File: config.mk
export PLATFORM = sky130hd
export DESIGN_NAME = loudness_history_histogram
export DESIGN_NICKNAME = d
export VERILOG_FILES = /design/src/rtl/lhh_pkg.sv /design/src/rtl/loudness_history_histogram.sv
export SDC_FILE = /design/constraint.sdc
export NUM_CORES = 2
export LEC_CHECK = 0
export BUFFER_PORTS_ARGS = -buffer_cell sky130_fd_sc_hd__buf_2
export CORE_UTILIZATION = 40
export CTS_BUF_LIST = sky130_fd_sc_hd__clkbuf_2
export CTS_CLUSTER_SIZE = 30
export DETAILED_ROUTE_END_ITERATION = 7
export PLACE_DENSITY_LB_ADDON = 0.08
export SYNTH_ARGS = -nofsm -noshare
export SYNTH_HDL_FRONTEND = slang
export SYNTH_MEMORY_MAX_BITS = 65536
export SYNTH_SLANG_ARGS = --single-unit
File: constraint.sdc
create_clock -name clk -period 10.05 [get_ports clk]
set_input_delay 0 -clock clk [delete_from_list [all_inputs] [get_ports clk]]
set_output_delay 0 -clock clk [all_outputs]
set_load 0.02 [all_outputs]
File: src/rtl/lhh_pkg.sv
`default_nettype none

package lhh_pkg;

    // Item kinds
    localparam logic [1:0] KIND_AUDIO = 2'd0;
    localparam logic [1:0] KIND_READ  = 2'd1;
    localparam logic [1:0] KIND_CLEAR = 2'd2;

    // Field widths
    localparam int KIND_W  = 2;
    localparam int BLOCK_W = 14;
    localparam int LOUD_W  = 16;
    localparam int BIN_W   = 7;
    localparam int CNT_W   = 10;
    localparam int SPT_W   = 16;

    // Histogram geometry, quantizer offset of +70 LU in 1/16 LU
    localparam int               NUM_BINS   = 71;
    localparam logic [BIN_W-1:0] TOP_BIN    = 7'd70;
    localparam logic [16:0]      LOUD_OFS   = 17'd1120;

    // Defaults
    localparam logic [SPT_W-1:0] SPT_RESET       = 16'd4800;
    localparam int               DEF_HIST_DEPTH  = 512;
    localparam int               DEF_MAX_BLOCK   = 8192;

    // round(loudness + 70) with halves away from zero, clamped to 0..70
    function automatic logic [BIN_W-1:0] quantize(input logic signed [LOUD_W-1:0] loud);
        logic signed [16:0] x;
        logic        [16:0] r;
        logic        [12:0] y;
        x = 17'(loud) + $signed(LOUD_OFS);
        r = 17'(x) + 17'd8;
        y = r[16:4];
        if (x < 0)
            quantize = '0;
        else if (y > 13'(TOP_BIN))
            quantize = TOP_BIN;
        else
            quantize = y[BIN_W-1:0];
    endfunction

endpackage

`default_nettype wire

File: src/rtl/loudness_history_histogram.sv
// Flow: read-bin items pass S_READ, then S_FINISH; clear items only S_FINISH.
//   Audio items walk their completed periods in S_TICK, rebuild the histogram
//   in S_SCAN if any (one filled slot per cycle via the read pipeline), then
//   S_FINISH. Throughput: one item at a time; the next item is taken once the
//   current one has finished. Reset (rst_n low, asynchronous) empties history
//   and histogram and loads samples_per_tick = 4800.
`default_nettype none

module loudness_history_histogram
    import lhh_pkg::*;
#(
    parameter int HISTORY_DEPTH = DEF_HIST_DEPTH,
    parameter int MAX_BLOCK     = DEF_MAX_BLOCK
) (
    input  wire logic              clk,
    input  wire logic              rst_n,
    // configuration: samples_per_tick
    input  wire logic              cfg_valid,
    output logic                   cfg_ready,
    input  wire logic [SPT_W-1:0]  cfg_data,
    // input items
    input  wire logic              s_tvalid,
    output logic                   s_tready,
    input  wire logic [39:0]       s_tdata,  // block_samples, loudness_q4, bin_select, zero pad
    input  wire logic [KIND_W-1:0] s_tuser,  // kind
    // result items
    output logic                   m_tvalid,
    input  wire logic              m_tready,
    output logic [31:0]            m_tdata,  // bin_count, max_count, modal_bin, zero pad
    output logic                   m_tuser   // updated
);

    localparam int SLOT_W = (HISTORY_DEPTH > 1) ? $clog2(HISTORY_DEPTH) : 1;
    localparam int FILL_W = $clog2(HISTORY_DEPTH + 1);
    localparam int CW     = $clog2(HISTORY_DEPTH + 1);
    localparam logic [31:0] MAX_BLOCK_L = 32'(MAX_BLOCK);

    typedef enum logic [2:0] {S_IDLE, S_TICK, S_SCAN, S_READ, S_FINISH} state_t;

    state_t                  state_reg;
    logic [SPT_W-1:0]        spt_reg;
    logic [SPT_W-1:0]        phase_reg;
    logic [SLOT_W-1:0]       wslot_reg;
    logic [FILL_W-1:0]       fill_reg;
    logic [BLOCK_W-1:0]      left_reg;
    logic [BIN_W-1:0]        q_reg;
    logic                    upd_reg;
    logic [FILL_W-1:0]       rd_idx_reg;
    logic                    b_valid_reg;
    logic                    c_valid_reg;
    logic [BIN_W-1:0]        c_bin_reg;
    logic                    fwd_valid_reg;
    logic [BIN_W-1:0]        fwd_bin_reg;
    logic [CW-1:0]           fwd_val_reg;
    logic [NUM_BINS-1:0]     bin_valid_reg;
    logic [CW-1:0]           peak_cnt_reg;
    logic [BIN_W-1:0]        peak_bin_reg;
    logic [BIN_W-1:0]        sel_reg;
    logic                    sel_ok_reg;
    logic [CW-1:0]           res_cnt_reg;
    logic                    out_valid_reg;
    logic                    out_upd_reg;
    logic [CNT_W-1:0]        out_cnt_reg;
    logic [CNT_W-1:0]        out_max_reg;
    logic [BIN_W-1:0]        out_modal_reg;

    // memories and their registered read data
    logic [BIN_W-1:0]        hist_mem [HISTORY_DEPTH];
    logic [CW-1:0]           cnt_mem  [NUM_BINS];
    logic [BIN_W-1:0]        hist_rd_reg;
    logic [CW-1:0]           cnt_rd_reg;

    // input fields
    logic [BLOCK_W-1:0]      in_block;
    logic signed [LOUD_W-1:0] in_loud;
    logic [BIN_W-1:0]        in_sel;
    logic                    in_take;
    logic [BLOCK_W-1:0]      block_clamped;

    assign in_block = s_tdata[13:0];
    assign in_loud  = s_tdata[29:14];
    assign in_sel   = s_tdata[36:30];
    assign in_take  = s_tvalid && s_tready;
    assign block_clamped = (32'(in_block) > MAX_BLOCK_L) ? MAX_BLOCK_L[BLOCK_W-1:0] : in_block;

    // samples needed to reach the next period boundary
    logic [16:0] phase_p1;
    logic [16:0] tick_len;
    logic        tick_hit;

    assign phase_p1 = {1'b0, phase_reg} + 17'd1;
    assign tick_len = (phase_p1 >= {1'b0, spt_reg}) ? 17'd1
                    : ({1'b0, spt_reg} - {1'b0, phase_reg});
    assign tick_hit = ({3'b000, left_reg} >= tick_len);

    // rebuild scan pipeline: issue history read, read bin count, write back
    logic             scan_issue;
    logic             scan_done;
    logic [BIN_W-1:0] b_bin;
    logic [CW-1:0]    cnt_base;
    logic [CW-1:0]    cnt_cur;
    logic [CW-1:0]    cnt_inc;
    logic [BIN_W-1:0] cnt_raddr;
    logic [BIN_W-1:0] sel_clamped;

    assign scan_issue = (state_reg == S_SCAN) && (rd_idx_reg < fill_reg);
    assign scan_done  = !scan_issue && !b_valid_reg && !c_valid_reg;
    assign b_bin      = (hist_rd_reg > TOP_BIN) ? TOP_BIN : hist_rd_reg;
    assign cnt_base   = bin_valid_reg[c_bin_reg] ? cnt_rd_reg : '0;
    assign cnt_cur    = (fwd_valid_reg && (fwd_bin_reg == c_bin_reg)) ? fwd_val_reg : cnt_base;
    assign cnt_inc    = cnt_cur + CW'(1);
    assign sel_clamped = (in_sel > TOP_BIN) ? TOP_BIN : in_sel;
    assign cnt_raddr  = (state_reg == S_IDLE) ? sel_clamped : b_bin;

    // history memory
    always_ff @(posedge clk)
    begin
        if (state_reg == S_TICK && tick_hit)
            hist_mem[wslot_reg] <= q_reg;
        hist_rd_reg <= hist_mem[rd_idx_reg[SLOT_W-1:0]];
    end

    // bin count memory
    always_ff @(posedge clk)
    begin
        if (c_valid_reg)
            cnt_mem[c_bin_reg] <= cnt_inc;
        cnt_rd_reg <= cnt_mem[cnt_raddr];
    end

    // output masking to field width
    logic [CW+CNT_W-1:0] res_wide;
    logic [CW+CNT_W-1:0] peak_wide;

    assign res_wide  = {{CNT_W{1'b0}}, res_cnt_reg};
    assign peak_wide = {{CNT_W{1'b0}}, peak_cnt_reg};

    // control and registered outputs
    always_ff @(posedge clk or negedge rst_n)
    begin
        if (!rst_n)
        begin
            state_reg     <= S_IDLE;
            spt_reg       <= SPT_RESET;
            phase_reg     <= '0;
            wslot_reg     <= '0;
            fill_reg      <= '0;
            left_reg      <= '0;
            q_reg         <= '0;
            upd_reg       <= 1'b0;
            rd_idx_reg    <= '0;
            b_valid_reg   <= 1'b0;
            c_valid_reg   <= 1'b0;
            c_bin_reg     <= '0;
            fwd_valid_reg <= 1'b0;
            fwd_bin_reg   <= '0;
            fwd_val_reg   <= '0;
            bin_valid_reg <= '0;
            peak_cnt_reg  <= '0;
            peak_bin_reg  <= '0;
            sel_reg       <= '0;
            sel_ok_reg    <= 1'b0;
            res_cnt_reg   <= '0;
            out_valid_reg <= 1'b0;
            out_upd_reg   <= 1'b0;
            out_cnt_reg   <= '0;
            out_max_reg   <= '0;
            out_modal_reg <= '0;
        end
        else
        begin
            if (cfg_valid && cfg_ready)
                spt_reg <= cfg_data;

            // the finish state handles the result register itself
            if (m_tready && (state_reg != S_FINISH))
                out_valid_reg <= 1'b0;

            unique case (state_reg)
                S_IDLE:
                begin
                    if (in_take)
                    begin
                        upd_reg     <= 1'b0;
                        res_cnt_reg <= '0;
                        priority if (s_tuser == KIND_AUDIO)
                        begin
                            left_reg  <= block_clamped;
                            q_reg     <= quantize(in_loud);
                            state_reg <= S_TICK;
                        end
                        else if (s_tuser == KIND_READ)
                        begin
                            sel_reg    <= sel_clamped;
                            sel_ok_reg <= (in_sel <= TOP_BIN);
                            state_reg  <= S_READ;
                        end
                        else if (s_tuser == KIND_CLEAR)
                        begin
                            phase_reg <= '0;
                            wslot_reg <= '0;
                            fill_reg  <= '0;
                            state_reg <= S_FINISH;
                        end
                        else
                        begin
                            state_reg <= S_FINISH;
                        end
                    end
                end

                // one completed period per cycle
                S_TICK:
                begin
                    if (tick_hit)
                    begin
                        left_reg  <= left_reg - tick_len[BLOCK_W-1:0];
                        phase_reg <= '0;
                        wslot_reg <= (wslot_reg == SLOT_W'(HISTORY_DEPTH - 1))
                                     ? '0 : wslot_reg + SLOT_W'(1);
                        if (fill_reg != FILL_W'(HISTORY_DEPTH))
                            fill_reg <= fill_reg + FILL_W'(1);
                        upd_reg   <= 1'b1;
                    end
                    else
                    begin
                        phase_reg <= phase_reg + SPT_W'(left_reg);
                        left_reg  <= '0;
                        if (upd_reg)
                        begin
                            rd_idx_reg    <= '0;
                            b_valid_reg   <= 1'b0;
                            c_valid_reg   <= 1'b0;
                            fwd_valid_reg <= 1'b0;
                            bin_valid_reg <= '0;
                            peak_cnt_reg  <= '0;
                            peak_bin_reg  <= '0;
                            state_reg     <= S_SCAN;
                        end
                        else
                        begin
                            state_reg <= S_FINISH;
                        end
                    end
                end

                // histogram rebuild over slots 0..fill-1
                S_SCAN:
                begin
                    if (scan_issue)
                        rd_idx_reg <= rd_idx_reg + FILL_W'(1);
                    b_valid_reg   <= scan_issue;
                    c_valid_reg   <= b_valid_reg;
                    c_bin_reg     <= b_bin;
                    fwd_valid_reg <= c_valid_reg;
                    fwd_bin_reg   <= c_bin_reg;
                    fwd_val_reg   <= cnt_inc;
                    if (c_valid_reg)
                    begin
                        bin_valid_reg[c_bin_reg] <= 1'b1;
                        if (cnt_inc > peak_cnt_reg)
                        begin
                            peak_cnt_reg <= cnt_inc;
                            peak_bin_reg <= c_bin_reg;
                        end
                    end
                    if (scan_done)
                        state_reg <= S_FINISH;
                end

                S_READ:
                begin
                    res_cnt_reg <= (sel_ok_reg && bin_valid_reg[sel_reg]) ? cnt_rd_reg : '0;
                    state_reg   <= S_FINISH;
                end

                S_FINISH:
                begin
                    if (!out_valid_reg || m_tready)
                    begin
                        out_valid_reg <= 1'b1;
                        out_upd_reg   <= upd_reg;
                        out_cnt_reg   <= res_wide[CNT_W-1:0];
                        out_max_reg   <= peak_wide[CNT_W-1:0];
                        out_modal_reg <= peak_bin_reg;
                        state_reg     <= S_IDLE;
                    end
                end

                default:
                begin
                    state_reg <= S_IDLE;
                end
            endcase
        end
    end

    assign cfg_ready = 1'b1;
    assign s_tready  = (state_reg == S_IDLE);
    assign m_tvalid  = out_valid_reg;
    assign m_tuser   = out_upd_reg;
    assign m_tdata   = {5'b00000, out_modal_reg, out_max_reg, out_cnt_reg};

    // fill count never passes the ring size
    a_fill_bound: assert property (@(posedge clk) disable iff (!rst_n)
        fill_reg <= FILL_W'(HISTORY_DEPTH))
        else $error("fill count above history depth");

    // count write-back only happens during a rebuild
    a_wb_in_scan: assert property (@(posedge clk) disable iff (!rst_n)
        c_valid_reg |-> (state_reg == S_SCAN))
        else $error("bin count write outside rebuild");

    // scan reads never pass the filled region
    a_scan_range: assert property (@(posedge clk) disable iff (!rst_n)
        (state_reg == S_SCAN) |-> (rd_idx_reg <= fill_reg))
        else $error("scan index past fill count");

    // a new result is only loaded from the finish state
    a_result_src: assert property (@(posedge clk) disable iff (!rst_n)
        $rose(out_valid_reg) |-> $past(state_reg == S_FINISH))
        else $error("result loaded outside finish state");

    // the peak never exceeds the number of filled slots right after a rebuild
    a_peak_bound: assert property (@(posedge clk) disable iff (!rst_n)
        ((state_reg == S_SCAN) && scan_done) |=> (peak_cnt_reg <= CW'(fill_reg)))
        else $error("peak count above fill count");

endmodule

`default_nettype wire

==> impl_metrics.py <==
metrics = {
    "power_and_ir_drop": {
        "p_sw_uw": 18900,
        "ir_worst_vdd_uv": 395,
        "p_seq_share_pct": 44.2,
        "p_sw_share_pct": 36.0,
        "power_leakage_uw": 0.0631,
        "p_comb_share_pct": 32.1,
        "total_power_uw": 52500,
        "clkPwrFrac_pct": 23.7,
        "power.internal_uw": 33600,
        "powerDensity_nw_per_um2": 258,
    },
    "setup_path": {
        "cpPeakStageDelay_ns": 0.83,
        "crit_arrival_ns": 10.31,
        "required_ns": 11.79,
        "crit_fanout": 26,
        "r2r_setup_slack_ns": 1.48,
        "rr_worst_depth": 23,
        "cp_common_cell": "nor2_1",
        "crit_path_end_kind": "register",
        "cpMaxStageDelayCell": "nor2_1",
        "r2r-end": "hist_mem[361][4]",
        "reg2reg_from": "phase_reg[0]",
        "path_class": "register to register",
        "start_kind": "register",
        "crit_chain": "nand3_1, nor4_1, nand2_1, nor2_1, nand4_1, xnor2_1, ha_1, nor2b_1, a311o_1, nor2_1, nand2_1, ha_1, nor2b_1, o31a_1, o41a_1, o211ai_1, and2_1, o31ai_2, buf_4, and2_2, buf_4, nand3_1, nor2_1",
    },
    "hold_path": {
        "hold_path.class": "register to register",
        "worstHoldPathCells": 1,
        "hold_path_end": "out_modal_reg[1]",
        "worstHoldStart": "peak_bin_reg[1]",
    },
    "sta": {
        "fin_setup_tns_ns": 0,
        "hold_violations": 0,
        "period_minus_slack_ns": 8.57,
        "rsz0062_at_grt": "false",
        "final_max_slew_viol_count": 0,
        "clock-skew-final_ns": 0.295,
        "slew-limit-headroom_pct": 6.80,
        "setup_viol": 0,
        "fmax_mhz": 117,
        "hold_ws_ns": 0.418,
        "finalCritPeriodShare_pct": 85.3,
        "tightest_slew_ns": 1.39,
    },
    "synthesis": {
        "synth_most_common_cell": "edfxtp_1",
        "ys_top_cells_by_count": "edfxtp_1, mux4_2, nand2_1",
        "synth_seq_cells": 4559,
        "synthCells": 9720,
        "syn_area_per_cell_sq_um": 18.8,
        "synthArstFlopShare_pct": 5.44,
        "yosysSeqAreaShare_pct": 74.2,
        "yosys.cell_types.count": 89,
        "synth-main-ff-cell": "edfxtp_1",
        "synth_top_area_cell": "edfxtp_1",
        "synth_edf_count": 4294,
        "yosysTopAreaCellShare_pct": 70.6,
        "yosysWarnings": 0,
        "synth.area.top_cells": "edfxtp_1, mux4_2, dfrtp_1, nand2_1, nor2_1",
        "syn_area_sq_um": 183000,
    },
    "flow_run": {
        "cap_violations": 0,
    },
    "global_routing": {
        "overflow": 0,
        "grt_pass1_wl_um": 741000,
        "grt_usage_pct": 22.4,
        "grt_pass1_vias": 104000,
        "grt_max_degree": 167,
        "antenna_found_initial": 21,
    },
    "finish": {
        "final_nets": 11100,
        "drive_gt1_share_pct": 29.0,
        "postLayoutCoreUtil_pct": 44.8,
        "largest_register_ffs": 3584,
        "areaGrowthSynthToFinish_pct": 11.4,
    },
    "placement": {
        "gp_congestion": 0.814,
        "portBuffers": 86,
        "dp_hpwl_um": 307000,
    },
    "die": {
        "ios": 99,
        "initial_utilization_pct": 40.3,
        "die_y_um": 678,
        "core_sq_um": 454000,
        "core.rowCount": 247,
        "dieArea_sq_um": 459000,
        "dieWidth_um": 678,
    },
    "detailed_routing": {
        "wl_per_cell_um": 28.9,
        "num_vias": 99000,
        "drc": 0,
        "drt_wl_total_um": 512000,
        "dr.pass1.iters": 6,
        "drt-initial-drc-count": 9331,
        "ant_nets": 0,
        "via_per_inst": 5.59,
    },
    "cts": {
        "cts_buffers": 1245,
        "htreeDepth": 7,
        "cts_tree": "done",
        "clockBufferDepth": 5,
        "holdBufCountCts": 284,
        "cts.sinks": 4559,
        "clkTransAtPathRegs_ns": 0.10,
        "clk_latency_ns": 2.39,
        "post_cts_buffers": 0,
        "clock-root-buffer": "clkbuf_2",
        "ctsResizeCount": 0,
    },
    "status": {
        "status": "finished, final reports clean",
    },
}
-- how the worst max path moves through the flow --
stage | startpoint | endpoint | cells after the start
detailed placement | phase_reg[1] | hist_mem[361][2] | 23
finish | phase_reg[0] | hist_mem[361][4] | 23
global route | phase_reg[0] | hist_mem[361][4] | 23
global placement | phase_reg[1] | hist_mem[365][3] | 23
CTS | phase_reg[1] | hist_mem[361][4] | 23
floorplan | c_bin_reg[0] | peak_bin_reg[0] | 22
-- layout make-up --
| type | count | area, sq um |
|---|---|---|
| multi-input combinational | 4468 | 44600 |
| fill | 39600 | 250000 |
| clock inverter | 274 | 1470 |
| clock buffer | 1731 | 8660 |
| timing repair buffer | 586 | 5340 |
| antenna | 27 | 67.6 |
| tap | 5976 | 7480 |
| inverter | 81 | 304 |
| sequential | 4559 | 136000 |
-- per-layer routing --
metal	track usage, %	share of wire (%)	routed length [um]
met2	35.8	49	249000
met4	7.60	2.3	11600
met3	4.40	5.7	29100
met5	0	0.0053	27
met1	30.9	44	223000
-- cells in the final DEF, fill, tap and decap left out, drive strengths merged, types with 26 or more instances in the layout --
master,count
a211oi,99
a21oi,172
a31oi,78
buf,304
nor3,52
nand3,249
nor2,706
ha,92
a311oi,108
xnor2,56
mux4,1149
edfxtp,4294
nand2b,28
clkinv,235
diode,27
a22oi,106
and2,26
inv,104
dlygate4sd3,282
nand4,26
mux2,43
and3,104
nand2,846
clkbuf,1731
dfrtp,244
a21o,27
o21ai,119
a22o,117
-- logic make-up (layout without fill, tap and decap cells) --
group,count (synthesis),in the layout,synth area share (%)
multiplexers,1217,1217,14.6
XOR/XNOR,76,76,0.364
flip-flops,4559,4559,74.2
other,2,33,0.00411
adder cells (fa/ha/maj),95,95,0.663
buffers and inverters,697,2672,1.57
AND/OR/NAND/NOR,2119,2119,4.97
AO/OA/AOI/OAI,955,955,3.69
-- through the flow --
step / area [sq um] / setup slack [ns] / cells
floorplan: 183000 / 1.20 / 9724
global route: 203000 / 0.630 / 17700
CTS: 203000 / 1.27 / 17700
detailed placement: 190000 / 1.43 / 15400
global placement: 190000 / 1.55 / 15400
finish: 203000 / 1.48 / 17700
-- worst max-delay path, delay by kind of cell, from the launching register on --
| family | cells | cell delay, ns |
|---|---|---|
| XOR/XNOR | 1 | 0.14 |
| buffers and inverters | 2 | 0.80 |
| adder cells (fa/ha/maj) | 2 | 0.64 |
| AND/OR/NAND/NOR | 13 | 4.82 |
| AO/OA/AOI/OAI | 5 | 1.16 |
| flip-flops | 1 | 0.47 |
-- power groups by stage --
stage	sequential, uW	clock, uW	combinational, uW
2_1_floorplan	24200	0	10400
3_3_place_gp	23600	0	16700
3_5_place_dp	23700	0	16900
4_1_cts	23200	12900	17100
5_1_grt	23300	13800	18000
6_report	23200	12400	16800
No activity file was read; power rests on OpenSTA's default activity.
